===== config.mk =====
export PLATFORM = sky130hd
export DESIGN_NAME = utf8_decode_and_char_filter_unit
export DESIGN_NICKNAME = d
export VERILOG_FILES = /design/src/rtl/core/u8f_pkg.sv /design/src/rtl/core/u8f_judge.sv /design/src/rtl/core/u8f_decode.sv /design/src/rtl/core/utf8_decode_and_char_filter_unit.sv
export SDC_FILE = /design/constraint.sdc
export NUM_CORES = 1
export LEC_CHECK = 0
export ABC_CLOCK_PERIOD_IN_PS = 14900
export BUFFER_PORTS_ARGS = -buffer_cell sky130_fd_sc_hd__buf_2
export CORE_UTILIZATION = 45
export DETAILED_ROUTE_END_ITERATION = 8
export GPL_TIMING_DRIVEN = 0
export SLEW_MARGIN = 0
export SYNTH_ARGS = -nofsm -noshare
export SYNTH_HDL_FRONTEND = slang
export SYNTH_HIERARCHICAL = 1
export SYNTH_SLANG_ARGS = --single-unit
export TNS_END_PERCENT = 20

===== constraint.sdc =====
create_clock -name clk -period 14.9 [get_ports clk]
set_clock_uncertainty 0.1 [all_clocks]
set_input_delay 2.98 -clock clk [delete_from_list [all_inputs] [get_ports clk]]
set_output_delay 2.98 -clock clk [all_outputs]
set_load 0.05 [all_outputs]

===== src/rtl/core/u8f_pkg.sv =====
// shared types, codes and constants of the utf-8 decode and character filter unit
package u8f_pkg;

    typedef enum logic [2:0] {
        KIND_NONE   = 3'd0,
        KIND_ACCEPT = 3'd1,
        KIND_FORBID = 3'd2,
        KIND_FONT   = 3'd3,
        KIND_BAD    = 3'd4
    } kind_t;

    typedef enum logic [1:0] {
        REF_NONE   = 2'd0,
        REF_FORBID = 2'd1,
        REF_FONT   = 2'd2,
        REF_BAD    = 2'd3
    } refusal_t;

    localparam logic [1:0] MODE_FREE = 2'd0;
    localparam logic [1:0] MODE_NAME = 2'd1;
    localparam logic [1:0] MODE_ROOM = 2'd2;

    localparam logic CFG_FILTER_MODE = 1'b0;
    localparam logic CFG_MASKED_MODE = 1'b1;

    localparam int CP_W = 21;

    localparam logic [CP_W-1:0] CP_MAX        = 21'h10FFFF;
    localparam logic [CP_W-1:0] SURR_LO       = 21'h00D800;
    localparam logic [CP_W-1:0] SURR_HI       = 21'h00DFFF;
    localparam logic [CP_W-1:0] MIN_TWO       = 21'h000080;
    localparam logic [CP_W-1:0] MIN_THREE     = 21'h000800;
    localparam logic [CP_W-1:0] MIN_FOUR      = 21'h010000;
    localparam logic [CP_W-1:0] CTRL_LIMIT    = 21'h000020;
    localparam logic [CP_W-1:0] DEL_CHAR      = 21'h00007F;
    localparam logic [CP_W-1:0] PRINT_LAST    = 21'h00007E;

    typedef struct packed {
        kind_t           kind;
        logic [CP_W-1:0] kept;
    } judge_t;

    typedef struct packed {
        kind_t           kind;
        logic [CP_W-1:0] code_point;
        refusal_t        first_refusal;
    } result_t;

    // room code alphabet: A-Z without I and O, then 2-9
    function automatic logic room_symbol(input logic [6:0] c);
        logic letter;
        logic digit;
        letter = (c >= 7'h41) && (c <= 7'h5A) && (c != 7'h49) && (c != 7'h4F);
        digit  = (c >= 7'h32) && (c <= 7'h39);
        return letter || digit;
    endfunction

endpackage


===== src/rtl/core/u8f_judge.sv =====
// character filter: judges one complete code point against the filter mode
module u8f_judge (
    input  logic [u8f_pkg::CP_W-1:0] value,
    input  logic [1:0]               filter_mode,
    input  logic                     masked_mode,
    output u8f_pkg::judge_t          verdict
);

    logic       is_ctrl;
    logic       is_wide;
    logic [6:0] low7;
    logic [6:0] upper;
    logic       is_lower;
    logic       name_ok;

    always_comb
    begin
        low7     = value[6:0];
        is_ctrl  = (value < u8f_pkg::CTRL_LIMIT) || (value == u8f_pkg::DEL_CHAR);
        is_wide  = value > u8f_pkg::PRINT_LAST;
        is_lower = (low7 >= 7'h61) && (low7 <= 7'h7A);
        upper    = is_lower ? (low7 - 7'h20) : low7;
        name_ok  = ((low7 >= 7'h41) && (low7 <= 7'h5A)) || is_lower
                 || ((low7 >= 7'h30) && (low7 <= 7'h39))
                 || (low7 == 7'h2D) || (low7 == 7'h5F);

        verdict.kind = u8f_pkg::KIND_ACCEPT;
        verdict.kept = value;
        priority if (is_ctrl)
        begin
            verdict.kind = u8f_pkg::KIND_FORBID;
            verdict.kept = '0;
        end
        else if (is_wide)
        begin
            if (!(masked_mode && (filter_mode == u8f_pkg::MODE_FREE)))
            begin
                verdict.kind = u8f_pkg::KIND_FONT;
                verdict.kept = '0;
            end
        end
        else if (filter_mode == u8f_pkg::MODE_NAME)
        begin
            if (!name_ok)
            begin
                verdict.kind = u8f_pkg::KIND_FORBID;
                verdict.kept = '0;
            end
        end
        else if (filter_mode == u8f_pkg::MODE_ROOM)
        begin
            if (u8f_pkg::room_symbol(upper))
            begin
                verdict.kept = {14'd0, upper};
            end
            else
            begin
                verdict.kind = u8f_pkg::KIND_FORBID;
                verdict.kept = '0;
            end
        end
        else
        begin
            verdict.kept = value;
        end
    end

endmodule


===== src/rtl/core/u8f_decode.sv =====
// utf-8 sequence state, malformed checks and first-refusal tracking for one byte
module u8f_decode (
    input  logic              clk,
    input  logic              rst_n,
    input  logic              step,
    input  logic [7:0]        byte_value,
    input  logic              end_of_string,
    input  logic [1:0]        filter_mode,
    input  logic              masked_mode,
    output u8f_pkg::result_t  res
);

    logic [1:0]               rem_reg,     rem_next;
    logic [2:0]               len_reg,     len_next;
    logic [u8f_pkg::CP_W-1:0] part_reg,    part_next;
    logic                     halted_reg,  halted_next;
    u8f_pkg::refusal_t        refusal_reg, refusal_next;

    logic [1:0]               rem_dec;
    logic [2:0]               len_dec;
    logic [u8f_pkg::CP_W-1:0] part_dec;
    logic                     bad_seq;
    logic                     done;
    logic                     bad;
    logic                     range_bad;
    logic [u8f_pkg::CP_W-1:0] min_value;
    u8f_pkg::judge_t          verdict;

    always_comb
    begin
        rem_dec  = rem_reg;
        len_dec  = len_reg;
        part_dec = part_reg;
        bad_seq  = 1'b0;
        done     = 1'b0;
        if (rem_reg == 2'd0)
        begin
            priority if (byte_value[7] == 1'b0)
            begin
                len_dec  = 3'd1;
                part_dec = {13'd0, byte_value};
                done     = 1'b1;
            end
            else if (byte_value[7:5] == 3'b110)
            begin
                len_dec  = 3'd2;
                part_dec = {16'd0, byte_value[4:0]};
                rem_dec  = 2'd1;
            end
            else if (byte_value[7:4] == 4'b1110)
            begin
                len_dec  = 3'd3;
                part_dec = {17'd0, byte_value[3:0]};
                rem_dec  = 2'd2;
            end
            else if (byte_value[7:3] == 5'b11110)
            begin
                len_dec  = 3'd4;
                part_dec = {18'd0, byte_value[2:0]};
                rem_dec  = 2'd3;
            end
            else
            begin
                bad_seq = 1'b1;
            end
        end
        else if (byte_value[7:6] != 2'b10)
        begin
            bad_seq = 1'b1;
        end
        else
        begin
            part_dec = {part_reg[u8f_pkg::CP_W-7:0], byte_value[5:0]};
            rem_dec  = rem_reg - 2'd1;
            done     = (rem_reg == 2'd1);
        end

        unique case (len_dec)
            3'd2:    min_value = u8f_pkg::MIN_TWO;
            3'd3:    min_value = u8f_pkg::MIN_THREE;
            3'd4:    min_value = u8f_pkg::MIN_FOUR;
            default: min_value = '0;
        endcase
        range_bad = (part_dec < min_value)
                  || ((part_dec >= u8f_pkg::SURR_LO) && (part_dec <= u8f_pkg::SURR_HI))
                  || (part_dec > u8f_pkg::CP_MAX);
    end

    u8f_judge u_judge (
        .value       (part_dec),
        .filter_mode (filter_mode),
        .masked_mode (masked_mode),
        .verdict     (verdict)
    );

    always_comb
    begin
        rem_next     = rem_dec;
        len_next     = len_dec;
        part_next    = part_dec;
        halted_next  = halted_reg;
        refusal_next = refusal_reg;
        res.kind          = u8f_pkg::KIND_NONE;
        res.code_point    = '0;
        bad          = 1'b0;

        if (halted_reg)
        begin
            rem_next  = rem_reg;
            len_next  = len_reg;
            part_next = part_reg;
        end
        else
        begin
            bad = bad_seq || (done && range_bad) || (!bad_seq && !done && end_of_string);
            if (done)
            begin
                len_next  = 3'd0;
                part_next = '0;
                if (!range_bad)
                begin
                    res.kind = verdict.kind;
                    if (verdict.kind == u8f_pkg::KIND_ACCEPT)
                    begin
                        res.code_point = verdict.kept;
                    end
                    else if (refusal_reg == u8f_pkg::REF_NONE)
                    begin
                        refusal_next = (verdict.kind == u8f_pkg::KIND_FORBID)
                                     ? u8f_pkg::REF_FORBID : u8f_pkg::REF_FONT;
                    end
                end
            end
            if (bad)
            begin
                res.kind       = u8f_pkg::KIND_BAD;
                res.code_point = '0;
                halted_next    = 1'b1;
                rem_next       = 2'd0;
                len_next       = 3'd0;
                part_next      = '0;
                if (refusal_reg == u8f_pkg::REF_NONE)
                begin
                    refusal_next = u8f_pkg::REF_BAD;
                end
            end
        end

        res.first_refusal = refusal_next;

        if (end_of_string)
        begin
            rem_next     = 2'd0;
            len_next     = 3'd0;
            part_next    = '0;
            halted_next  = 1'b0;
            refusal_next = u8f_pkg::REF_NONE;
        end
    end

    always_ff @(posedge clk or negedge rst_n)
    begin
        if (!rst_n)
        begin
            rem_reg     <= 2'd0;
            len_reg     <= 3'd0;
            part_reg    <= '0;
            halted_reg  <= 1'b0;
            refusal_reg <= u8f_pkg::REF_NONE;
        end
        else if (step)
        begin
            rem_reg     <= rem_next;
            len_reg     <= len_next;
            part_reg    <= part_next;
            halted_reg  <= halted_next;
            refusal_reg <= refusal_next;
        end
    end

    a_halt_has_refusal: assert property (@(posedge clk) disable iff (!rst_n)
        halted_reg |-> (refusal_reg != u8f_pkg::REF_NONE))
        else $error("halted without a refusal");

    a_bad_halts: assert property (@(posedge clk) disable iff (!rst_n)
        (step && (res.kind == u8f_pkg::KIND_BAD) && !end_of_string) |=> halted_reg)
        else $error("malformed sequence did not halt the string");

    a_halt_idle_seq: assert property (@(posedge clk) disable iff (!rst_n)
        halted_reg |-> ((rem_reg == 2'd0) && (len_reg == 3'd0)))
        else $error("sequence state left over while halted");

    a_cp_only_accept: assert property (@(posedge clk) disable iff (!rst_n)
        (res.kind != u8f_pkg::KIND_ACCEPT) |-> (res.code_point == '0))
        else $error("code point on a result that is not accepted");

endmodule


===== src/rtl/core/utf8_decode_and_char_filter_unit.sv =====
// top level: input register, utf-8 decode and filter, result register, config registers
//
// channel   dir  handshake                  payload
// s_axis    in   s_axis_tvalid/tready       tdata: byte_value; tlast: end_of_string
// m_axis    out  m_axis_tvalid/tready       tdata: code_point, first_refusal;
//                                           tuser: result_kind; tlast: string_done
// cfg       in   cfg_we                     cfg_index selects register, cfg_data value
//
// one word in, one word out; a new word is taken every cycle when the output flows
// a word passes the input register, then decode, filter and result register
// the per-string state advances once per word as it moves into the result register
// a stalled output holds the result and one more word waits in the input register
// reset clears the valid flags of both registers, the string state and the config registers
module utf8_decode_and_char_filter_unit (
    input  logic        clk,
    input  logic        rst_n,
    input  logic        s_axis_tvalid,
    output logic        s_axis_tready,
    input  logic [7:0]  s_axis_tdata,   // [7:0] byte_value
    input  logic        s_axis_tlast,
    output logic        m_axis_tvalid,
    input  logic        m_axis_tready,
    output logic [23:0] m_axis_tdata,   // [20:0] code_point, [22:21] first_refusal
    output logic [2:0]  m_axis_tuser,   // [2:0] result_kind
    output logic        m_axis_tlast,
    input  logic        cfg_we,
    input  logic        cfg_index,
    input  logic [1:0]  cfg_data
);

    logic                     in_valid_reg;
    logic [7:0]               in_byte_reg;
    logic                     in_last_reg;
    logic                     out_valid_reg;
    u8f_pkg::result_t         out_res_reg;
    logic                     out_last_reg;
    logic [1:0]               filter_mode_reg;
    logic                     masked_mode_reg;
    logic                     advance;
    u8f_pkg::result_t         res;

    assign advance       = in_valid_reg && (!out_valid_reg || m_axis_tready);
    assign s_axis_tready = !in_valid_reg || advance;

    u8f_decode u_decode (
        .clk           (clk),
        .rst_n         (rst_n),
        .step          (advance),
        .byte_value    (in_byte_reg),
        .end_of_string (in_last_reg),
        .filter_mode   (filter_mode_reg),
        .masked_mode   (masked_mode_reg),
        .res           (res)
    );

    always_ff @(posedge clk or negedge rst_n)
    begin
        if (!rst_n)
        begin
            in_valid_reg  <= 1'b0;
            out_valid_reg <= 1'b0;
        end
        else
        begin
            if (s_axis_tready)
            begin
                in_valid_reg <= s_axis_tvalid;
            end
            if (advance)
            begin
                out_valid_reg <= 1'b1;
            end
            else if (m_axis_tready)
            begin
                out_valid_reg <= 1'b0;
            end
        end
    end

    always_ff @(posedge clk)
    begin
        if (s_axis_tready && s_axis_tvalid)
        begin
            in_byte_reg <= s_axis_tdata;
            in_last_reg <= s_axis_tlast;
        end
        if (advance)
        begin
            out_res_reg  <= res;
            out_last_reg <= in_last_reg;
        end
    end

    always_ff @(posedge clk or negedge rst_n)
    begin
        if (!rst_n)
        begin
            filter_mode_reg <= u8f_pkg::MODE_FREE;
            masked_mode_reg <= 1'b0;
        end
        else if (cfg_we)
        begin
            unique case (cfg_index)
                u8f_pkg::CFG_FILTER_MODE: filter_mode_reg <= cfg_data;
                u8f_pkg::CFG_MASKED_MODE: masked_mode_reg <= cfg_data[0];
            endcase
        end
    end

    assign m_axis_tvalid = out_valid_reg;
    assign m_axis_tdata  = {1'b0, out_res_reg.first_refusal, out_res_reg.code_point};
    assign m_axis_tuser  = out_res_reg.kind;
    assign m_axis_tlast  = out_last_reg;

endmodule


==> results of run 1 <==
## worst paths after layout
path	start	end	slack, ns	cells after the start
worst max-delay path	m_axis_tready	s_axis_tready	8.33	3
worst min register to register	in_valid_reg	m_axis_tvalid	0.40	1
max in group asynchronous	rst_n	u_decode/part_reg[16]	11.55	1
worst max register to register	u_decode/rem_reg[1]	m_axis_tdata[1]	9.04	16
min in group asynchronous	rst_n	u_decode/len_reg[1]	2.62	1
worst min-delay path	in_valid_reg	m_axis_tvalid	0.40	1
## cells by family (layout without fill, tap and decap cells)
family	Yosys count	after routing	synth area share, %
other cells	2	2	0.160
fa+ha+maj	6	6	1.59
mux	7	7	1.73
buf+inv	70	131	7.95
compound gates	125	125	21.0
simple gates	209	209	26.2
xor+xnor	2	2	0.372
flops	70	70	41.0
## per-layer routing
metal	share of wire, %	track usage, %	vias to the layer above
met4	1.7	8.37	0
li1	-	-	1899
met5	0	0	-
met2	48	37.6	161
met1	45	29.9	1919
met3	6.1	5.26	16
## through the flow
stage          worst slack [ns]  hold slack (ns)  total power [W]  area (um^2)  utilization (%)
2_1_floorplan              8.36            0.349         0.000362         4710                -
3_3_place_gp               8.34            0.378         0.000400         5100             51.2
3_5_place_dp               8.33            0.385         0.000402         5100             51.2
4_1_cts                    8.32            0.403         0.000541         5270             52.9
5_1_grt                    8.30            0.447         0.000567         5270             52.9
6_report                   8.33            0.395         0.000536         5270             52.9
## cells in the mapped netlist (3+ instances only)
master     count
a2111oi_0      3
a21oi_1       20
a22o_1        10
a31oi_1        7
and2_1        18
and3_1         7
buf_2          3
buf_6          9
clkbuf_1      14
dfrtp_1       34
edfxtp_1      36
ha_1           6
inv_1         37
mux2_2         5
nand2_1       60
nand2b_1       7
nand3_1        8
nor2_1        24
nor2b_1        3
nor3_1        11
nor3_2        20
nor3b_1        4
nor4_1        13
o21a_1         3
o21ai_0       32
o21ba_1        3
o22ai_1        5
o31ai_1        5
or2_1          3
or2_2          3
or3_1          9
## cell type report
cell class	count	area [um^2]
buffer	31	228
tap	133	166
fill	940	4690
inverter	39	146
timing repair buffer	45	225
sequential	70	1930
multi-input combinational	351	2400
clock buffer	10	128
clock inverter	6	38.8
## power by group through the flow
| stage | Sequential (W) | Clock (W) | Combinational [W] |
|---|---|---|---|
| floorplan | 0.000254 | 0 | 0.000107 |
| global placement | 0.000233 | 0 | 0.000167 |
| detailed placement | 0.000233 | 0 | 0.000168 |
| CTS | 0.000229 | 0.000143 | 0.000169 |
| global route | 0.000231 | 0.000151 | 0.000184 |
| finish | 0.000229 | 0.000136 | 0.000170 |
## cell usage in the layout, fill, tap and decap left out, types with 3 or more instances in the layout
master and instances:
nor2b_1 3, o21ba_1 3, o22ai_1 5, nand2b_1 7, o21a_1 3, nand2_1 60, mux2_2 5, and2_1 17
nor4_1 13, or3_1 9, inv_1 37, buf_2 48, dfrtp_1 34, a22o_1 10, and3_1 7, a21oi_1 20
o21ai_0 32, clkinv_2 3, clkbuf_8 9, nor3b_1 4, clkbuf_1 15, ha_1 6, nand3_1 8, or2_2 3
nor3_1 11, nor3_2 20, a2111oi_0 3, o31ai_1 5, or2_1 3, nor2_1 24, a31oi_1 7, edfxtp_1 36
buf_6 9
## worst max-delay path: stages
cell	delay, ns
buf_2	0.10
nand3b_1	0.18
buf_2	0.23
==> summary.txt, run 1 <==
Core region area = 9950 um^2
Max Cap Violations = 0
Max_slew headroom = 20.8%
Syn Std Cell Area = 4710 um^2
Seq pwr share = 42.8%
Setup_tns = 0 ns
Post-synth top flop = edfxtp_1
Mapped Nets = 514
Gate Count Post-Synth = 491
Final setup vio count = 0
Top cells by area, synth = edfxtp_1, dfrtp_1, nand2_1, nor3_2, o21ai_0
DR WL/cell = 17.4 um
Worst setup SP type = input pin
Worst Path Required = 11.82 ns
Area leader, netlist = edfxtp_1
Critical Path Fanout Max = 3
Io pins = 47
Iter 0 DRT Violations = 232
Layout cells sized above 1 = 24.5%
Clock Pin Slew Worst Setup and Hold Paths = 0.07 ns
EDFF count, synth = 36
Post-Syn Area per Cell = 9.59 um^2
Initial antenna violation count = 0
DP Wirelength = 8590 um
Final period util = 44.1%
Vias in the first global route = 3869
Post-Layout Cell Count = 685
Floorplan row count = 36
Area delta synth->final = 11.9%
Clock Tree Root = clkbuf_8
Die ar. = 10900 um^2
Dpl cells = 669
Asr flop ratio synth = 48.6%
H-tree Lvls = 3
Clock network power share = 25.5%
Chip Width = 104 um
# DRC = 0
DR vias = 3995
Hold buffers post-CTS = 0
Chip height = 104 um
Lkg Pwr = 2.11 nW
Synth unique cells = 84
Input/output buffers = 45
P_int = 0.000335 W
Cts bufs inserted = 9
Routed Antenna Nets = 0
Register area share after synthesis = 41.0%
RSZ-0062 raised after global routing = false
Max IR drop VDD = 0.0478 mV
Largest net degree at the start of global routing = 35
Clock period minus worst slack = 6.57 ns
# resized after CTS = 0
Via density = 5.83
Fmax = 0.152 GHz
Warnings, synthesis = 6
PwrDens = 102 nW/um^2
Area share of the largest cell type after synthesis = 23.0%
Final Max Slew Viols = 0
Min-delay worst type = register to register
DRT Pass-1 Iters = 4
Ant. Diodes = 0
First-pass GRT wire length = 19800 um
Post-Route WL = 11900 um
Max FFs per register = 23
Initial Util = 47.3%
Placer Congestion = 0.864
Worst-margin pin slew = 1.18 ns
Register bit total from synthesis = 70
Sw Share = 37.4%
Clock sinks = 70
Switching pwr = 0.000200 W
Status = finished, final reports clean
CTS tree = done
Postcts setup bufs = 0
Final Hold Fails = 0
Clock buffer depth = 2
Gr ovfl total = 0
Gr usage total = 23.1%
Setup Crit Path Kind = input pin to primary output
Crit. End Element = primary output
Comb pwr share = 31.7%
Layout Nets = 570
Critical path arrival = 3.49 ns
Clk_lat worst skew = 0.36 ns
Note: power is estimated with default switching activity, not from simulation.
==> run 2: changes to the inputs <==
--- a/config.mk
+++ b/config.mk
@@ -5,7 +5,8 @@
 export SDC_FILE = /design/constraint.sdc
 export NUM_CORES = 1
 export LEC_CHECK = 0
-export ABC_CLOCK_PERIOD_IN_PS = 14900
+export ABC_AREA = 1
+export ABC_CLOCK_PERIOD_IN_PS = 6200
 export BUFFER_PORTS_ARGS = -buffer_cell sky130_fd_sc_hd__buf_2
 export CORE_UTILIZATION = 45
 export DETAILED_ROUTE_END_ITERATION = 8
==> constraint.sdc (replaced) <==
create_clock -name clk -period 6.2 [get_ports clk]
set_clock_uncertainty 0.1 [all_clocks]
set_input_delay 1.24 -clock clk [delete_from_list [all_inputs] [get_ports clk]]
set_output_delay 1.24 -clock clk [all_outputs]
set_load 0.05 [all_outputs]
==> run 2 against run 1 <==
Synthesized cell count grew 27%; global-route usage grew 0.69 points; wire length shrank 4.0%; die area is 3.2% lower; clock power grew to 3.1 times the previous value; area after synthesis fell by 3.3%; worst hold slack worse by 0.022 ns; register-to-register slack worse by 7.9 ns; critical path type is now register to register; highest routed layer unchanged.
==> summary.txt, run 2 <==
Status = finished, final reports clean
Final design utilization = 53.1%
Post-Syn Area per Cell = 7.30 um^2
Final setup vio count = 0
Routed Antenna Nets = 0
Clock Tree Root = clkbuf_8
Max stage delay cell, worst path = o21ai_0
DP Wirelength = 8500 um
CP cell instances = inv_1, nor2_2, nor2_1, inv_1, nand2_4, inv_1, clkbuf_1, o21ai_0, nand2_1, nor2_1, nand2_1, nand2_1, a21oi_1, nand4_1, nand3_2, nand2_2, nand3_1, nor3_1, clkbuf_1, nand4_1, nor2_1
Worst Setup SP = in_byte_reg[7]
Crit. End Element = register
Worst-margin pin slew = 0.979 ns
Via density = 5.25
First-pass GRT wire length = 18900 um
Top cells by area, synth = edfxtp_1, dfrtp_1, nand2_1, inv_1, nor2_1
Cell Area, Placed = 4960 um^2
DRT Pass-1 Iters = 5
Final period util = 82.2%
Fmax = 0.196 GHz
Post-synth top flop = edfxtp_1
Initial Util = 46.6%
Initial antenna violation count = 0
Placer Congestion = 0.898
Io pins = 47
DR vias = 4296
Clock period minus worst slack = 5.10 ns
Synth unique cells = 37
Worst Path Required = 6.30 ns
Total of fill cells in the finished design = 969
CTS tree = done
Max Cap Violations = 0
Gate Count Post-Synth = 624
Internal reg-to-reg setup slack = 1.10 ns
Core region area = 9770 um^2
H-tree Lvls = 3
Asr flop ratio synth = 48.6%
Critical path arrival = 5.19 ns
Max IR drop VDD = 0.221 mV
Max_slew headroom = 34.1%
Syn Std Cell Area = 4550 um^2
Final Hold Fails = 0
Clk_lat worst skew = 0.36 ns
Max FFs per register = 23
Min-delay worst type = register to register
Clock sinks = 70
Setup Crit Path Kind = register to register
Max stage delay on crit path = 0.83 ns
EDFF count, synth = 36
Gr usage total = 23.8%
Commonest non-fill, non-tap cells in the layout = nand2_1, inv_1, nor2_1
Warnings, synthesis = 6
Post-Layout Cell Count = 818
DR WL/cell = 14.0 um
Input/output buffers = 45
Register bit total from synthesis = 70
Iter 0 DRT Violations = 291
Clock buffer depth = 2
Area leader, netlist = edfxtp_1
Gr ovfl total = 0
# resized after CTS = 0
Layout Nets = 703
Post-Route WL = 11400 um
Worst setup SP type = register
HP Start = masked_mode_reg
Mapped Nets = 647
Top-count cell post-synth = nand2_1
Postcts setup bufs = 0
Dpl cells = 802
Chip height = 103 um
Lkg Pwr = 2.43 nW
Vias in the first global route = 3923
Most common cell after layout, fill and taps aside = nand2_1
Final Max Slew Viols = 0
Final Cell Area = 5190 um^2
Register area share after synthesis = 42.4%
Critical Path Fanout Max = 10
R2r startpoint = in_byte_reg[7]
Area share of the largest cell type after synthesis = 23.7%
Die ar. = 10500 um^2
Area delta synth->final = 14.0%
Layout cells sized above 1 = 16.8%
Chip Width = 103 um
Top post-synthesis cells by count = nand2_1, inv_1, nor2_1
Cts bufs inserted = 9
Largest net degree at the start of global routing = 35
# DRC = 0
RSZ-0062 raised after global routing = false
PwrDens = 441 nW/um^2
Worst hold margin = 0.373 ns
Clock Pin Slew Worst Setup and Hold Paths = 0.08 ns
Setup_tns = 0 ns
Hold buffers post-CTS = 0
Cells on worst reg2reg path = 21
Ant. Diodes = 0
Floorplan row count = 36
WHS Path Cells = 2
## run 2: where the power goes
part	total [W]	leakage, nW	internal (W)	switching, W
sequential	0.000581	0.814	0.000556	0.0000246
clock	0.000427	0.111	0.000250	0.000176
combinational	0.00128	1.50	0.000339	0.000943
## run 2: kinds of logic (layout without fill, tap and decap cells)
group / Yosys count / in the layout / synth area share, %
and+or+nand+nor: 333 / 333 / 34.4
DFF: 70 / 70 / 42.4
adders and majority gates: 6 / 6 / 1.65
AOI/OAI and AO/OA: 84 / 84 / 9.89
other: 2 / 2 / 0.165
buffers and inverters: 129 / 190 / 11.5
## run 2: worst max-delay path, delay by kind of cell, from the launching register on
family,cells,cell delay (ns)
DFF,1,0.49
buffers and inverters,5,0.95
and+or+nand+nor,14,2.50
AOI/OAI and AO/OA,2,0.90
## run 2: area by class of cell
type                            instances  area (um^2)  area share (%)
Timing Repair Buffer                   45          225            4.34
Clock inverter                          5         80.1            1.54
Buffer                                 22          118            2.27
Multi-Input combinational cell        425         2110            40.7
Tap cell                              133          166            3.21
Clock buffer                           11          153            2.94
Inverter                              107          404            7.79
Sequential cell                        70         1930            37.2
## run 2: path summary, 6_finish.rpt
| path | to |
|---|---|
| min reg2reg | masked_mode_reg |
| max reg2reg | m_axis_tdata[13] |
| max | m_axis_tdata[13] |
| min in group asynchronous | u_decode/part_reg[12] |
| min | masked_mode_reg |
| max in group asynchronous | u_decode/halted_reg |
## run 2: layer usage
layer	part of all wire [%]	global-route usage [%]	vias up
met2	45	36.8	149
met3	6.0	4.88	17
li1	-	-	2140
met5	0	0	-
met4	1.8	8.90	0
met1	47	32.8	1990
## run 2: metrics by stage
step	power, W	setup slack (ns)
2_1_floorplan	0.00155	1.85
3_3_place_gp	0.00183	0.645
3_5_place_dp	0.00185	1.28
4_1_cts	0.00229	1.23
5_1_grt	0.00247	0.709
6_report	0.00229	1.10
==> run 3: changes to the inputs <==
--- a/config.mk
+++ b/config.mk
@@ -5,8 +5,8 @@
 export SDC_FILE = /design/constraint.sdc
 export NUM_CORES = 1
 export LEC_CHECK = 0
-export ABC_AREA = 1
-export ABC_CLOCK_PERIOD_IN_PS = 6200
+export ABC_AREA = 0
+export ABC_CLOCK_PERIOD_IN_PS = 4700
 export BUFFER_PORTS_ARGS = -buffer_cell sky130_fd_sc_hd__buf_2
 export CORE_UTILIZATION = 45
 export DETAILED_ROUTE_END_ITERATION = 8
==> constraint.sdc (replaced) <==
create_clock -name clk -period 4.7 [get_ports clk]
set_clock_uncertainty 0.1 [all_clocks]
set_input_delay 0.94 -clock clk [delete_from_list [all_inputs] [get_ports clk]]
set_output_delay 0.94 -clock clk [all_outputs]
set_load 0.05 [all_outputs]
==> run 3 against run 2 <==
Maximum frequency grew 10%; cell count shrank 13%; worst hold slack gained 0.020 ns; wire length grew 7.7%; global-route usage shrank 0.15 points; critical endpoint is now m_axis_tdata[1].
==> summary.txt, run 3 (synthesis gave the netlist of run 1 again) <==
Critical Path Most Common Cell = or3_4
Worst hold margin = 0.394 ns
Die ar. = 10900 um^2
Max stage delay cell, worst path = edfxtp_1
Lkg Pwr = 2.34 nW
CTS tree = done
Final Cell Area = 5720 um^2
R2r startpoint = in_byte_reg[6]
Crit. End Element = register
Input/output buffers = 45
Clock Pin Slew Worst Setup and Hold Paths = 0.08 ns
R2R Path End = m_axis_tdata[1]
First-pass GRT wire length = 20300 um
Io pins = 47
Layout cells sized above 1 = 31.6%
Setup Crit Path Kind = register to register
H-tree Lvls = 3
Commonest non-fill, non-tap cells in the layout = nand2_1, buf_2, inv_1
Clock period minus worst slack = 4.62 ns
Worst setup SP type = register
Iter 0 DRT Violations = 406
Via density = 5.80
Fmax = 0.216 GHz
Core region area = 9950 um^2
# DRC = 0
Worst Path Required = 4.78 ns
Min-delay worst type = register to register
Chip Width = 104 um
Hold buffers post-CTS = 0
Area delta synth->final = 21.4%
Chip height = 104 um
Ant. Diodes = 0
Critical Path Fanout Max = 10
Final Max Slew Viols = 0
DP Wirelength = 8520 um
Worst Setup SP = in_byte_reg[6]
Internal reg-to-reg setup slack = 0.08 ns
DR WL/cell = 17.4 um
Largest net degree at the start of global routing = 35
Worst-margin pin slew = 0.914 ns
Max stage delay on crit path = 0.45 ns
Cell Area, Placed = 5110 um^2
DR vias = 4110
Pwr Total = 0.00195 W
CP cell instances = nor3b_4, and2_4, nor3_4, clkbuf_8, mux2_2, buf_6, or4_4, o221a_4, a32o_2, o41ai_4, a211oi_2, or3_4, or3_4, buf_8, nor3_2
Routed Antenna Nets = 0
Cells on worst reg2reg path = 15
Placer Congestion = 0.850
Floorplan row count = 36
Initial Util = 47.3%
Final period util = 98.4%
DRT Pass-1 Iters = 5
Layout Nets = 594
Initial antenna violation count = 0
Status = finished, final reports clean
Most common cell after layout, fill and taps aside = nand2_1
Setup_tns = 0 ns
PwrDens = 341 nW/um^2
Max IR drop VDD = 0.137 mV
Max_slew headroom = 38.9%
End point of the critical path = m_axis_tdata[1]
Clk_lat worst skew = 0.34 ns
Clock sinks = 70
Gr ovfl total = 0
Post-Route WL = 12300 um
Final setup vio count = 0
Final Hold Fails = 0
Clock Tree Root = clkbuf_8
Clock buffer depth = 2
Max FFs per register = 23
Max Cap Violations = 0
Critical path arrival = 4.71 ns
Cts bufs inserted = 9
Gr usage total = 23.6%
Vias in the first global route = 3883
[run 3: final cells by class]
| type | instances | area (um^2) |
|---|---|---|
| Buffer | 30 | 277 |
| Clock buffer | 9 | 124 |
| Clock inverter | 7 | 120 |
| Fill cell | 878 | 4240 |
| Inverter | 39 | 146 |
| Multi-Input combinational cell | 351 | 2540 |
| Sequential cell | 70 | 1930 |
| Tap cell | 133 | 166 |
| Timing Repair Buffer | 70 | 417 |
[run 3: critical path: cells and delay by family, from the launching register on]
family,cells,cell delay (ns)
compound gates,4,1.05
mux,1,0.34
flops,1,0.45
buf+inv,3,0.51
simple gates,7,1.99
[run 3: worst min-delay path by stage]
stage	slack, ns	to	cells past startpoint	startpoint
2_1_floorplan	0.35	m_axis_tvalid	1	in_valid_reg
3_3_place_gp	0.37	m_axis_tvalid	1	in_valid_reg
3_5_place_dp	0.38	m_axis_tvalid	1	in_valid_reg
4_1_cts	0.39	m_axis_tvalid	1	in_valid_reg
5_1_grt	0.43	m_axis_tvalid	1	in_valid_reg
6_report	0.39	m_axis_tvalid	1	in_valid_reg
[run 3: repair_timing]
action                                  CTS  global route
gates cloned                              0             0
pin swaps                                 4             6
setup buffers                            15            10
gates resized for setup                  26            20
endpoints found under the setup margin   27            26
[run 3: power by group]
part / switching (W) / internal (W) / total, W
combinational: 0.000392 / 0.000228 / 0.000621
sequential: 0.0000280 / 0.000697 / 0.000725
clock: 0.000248 / 0.000354 / 0.000603
[run 3: routing by layer]
metal,vias to the layer above,share of wire (%),track usage [%]
li1,1948,-,-
met5,-,0,0
met3,25,5.9,3.76
met2,154,47,36.7
met4,0,2.2,8.06
met1,1983,45,33.3
[run 3: per-stage QoR]
stage               util [%]  setup slack, ns  std cells
finish                  57.4           0.0768        709
global placement        51.3           -0.703        669
global route            57.4          -0.0143        709
floorplan                  -          0.00764        491
detailed placement      51.3           -0.815        669
CTS                     55.8          0.00717        700
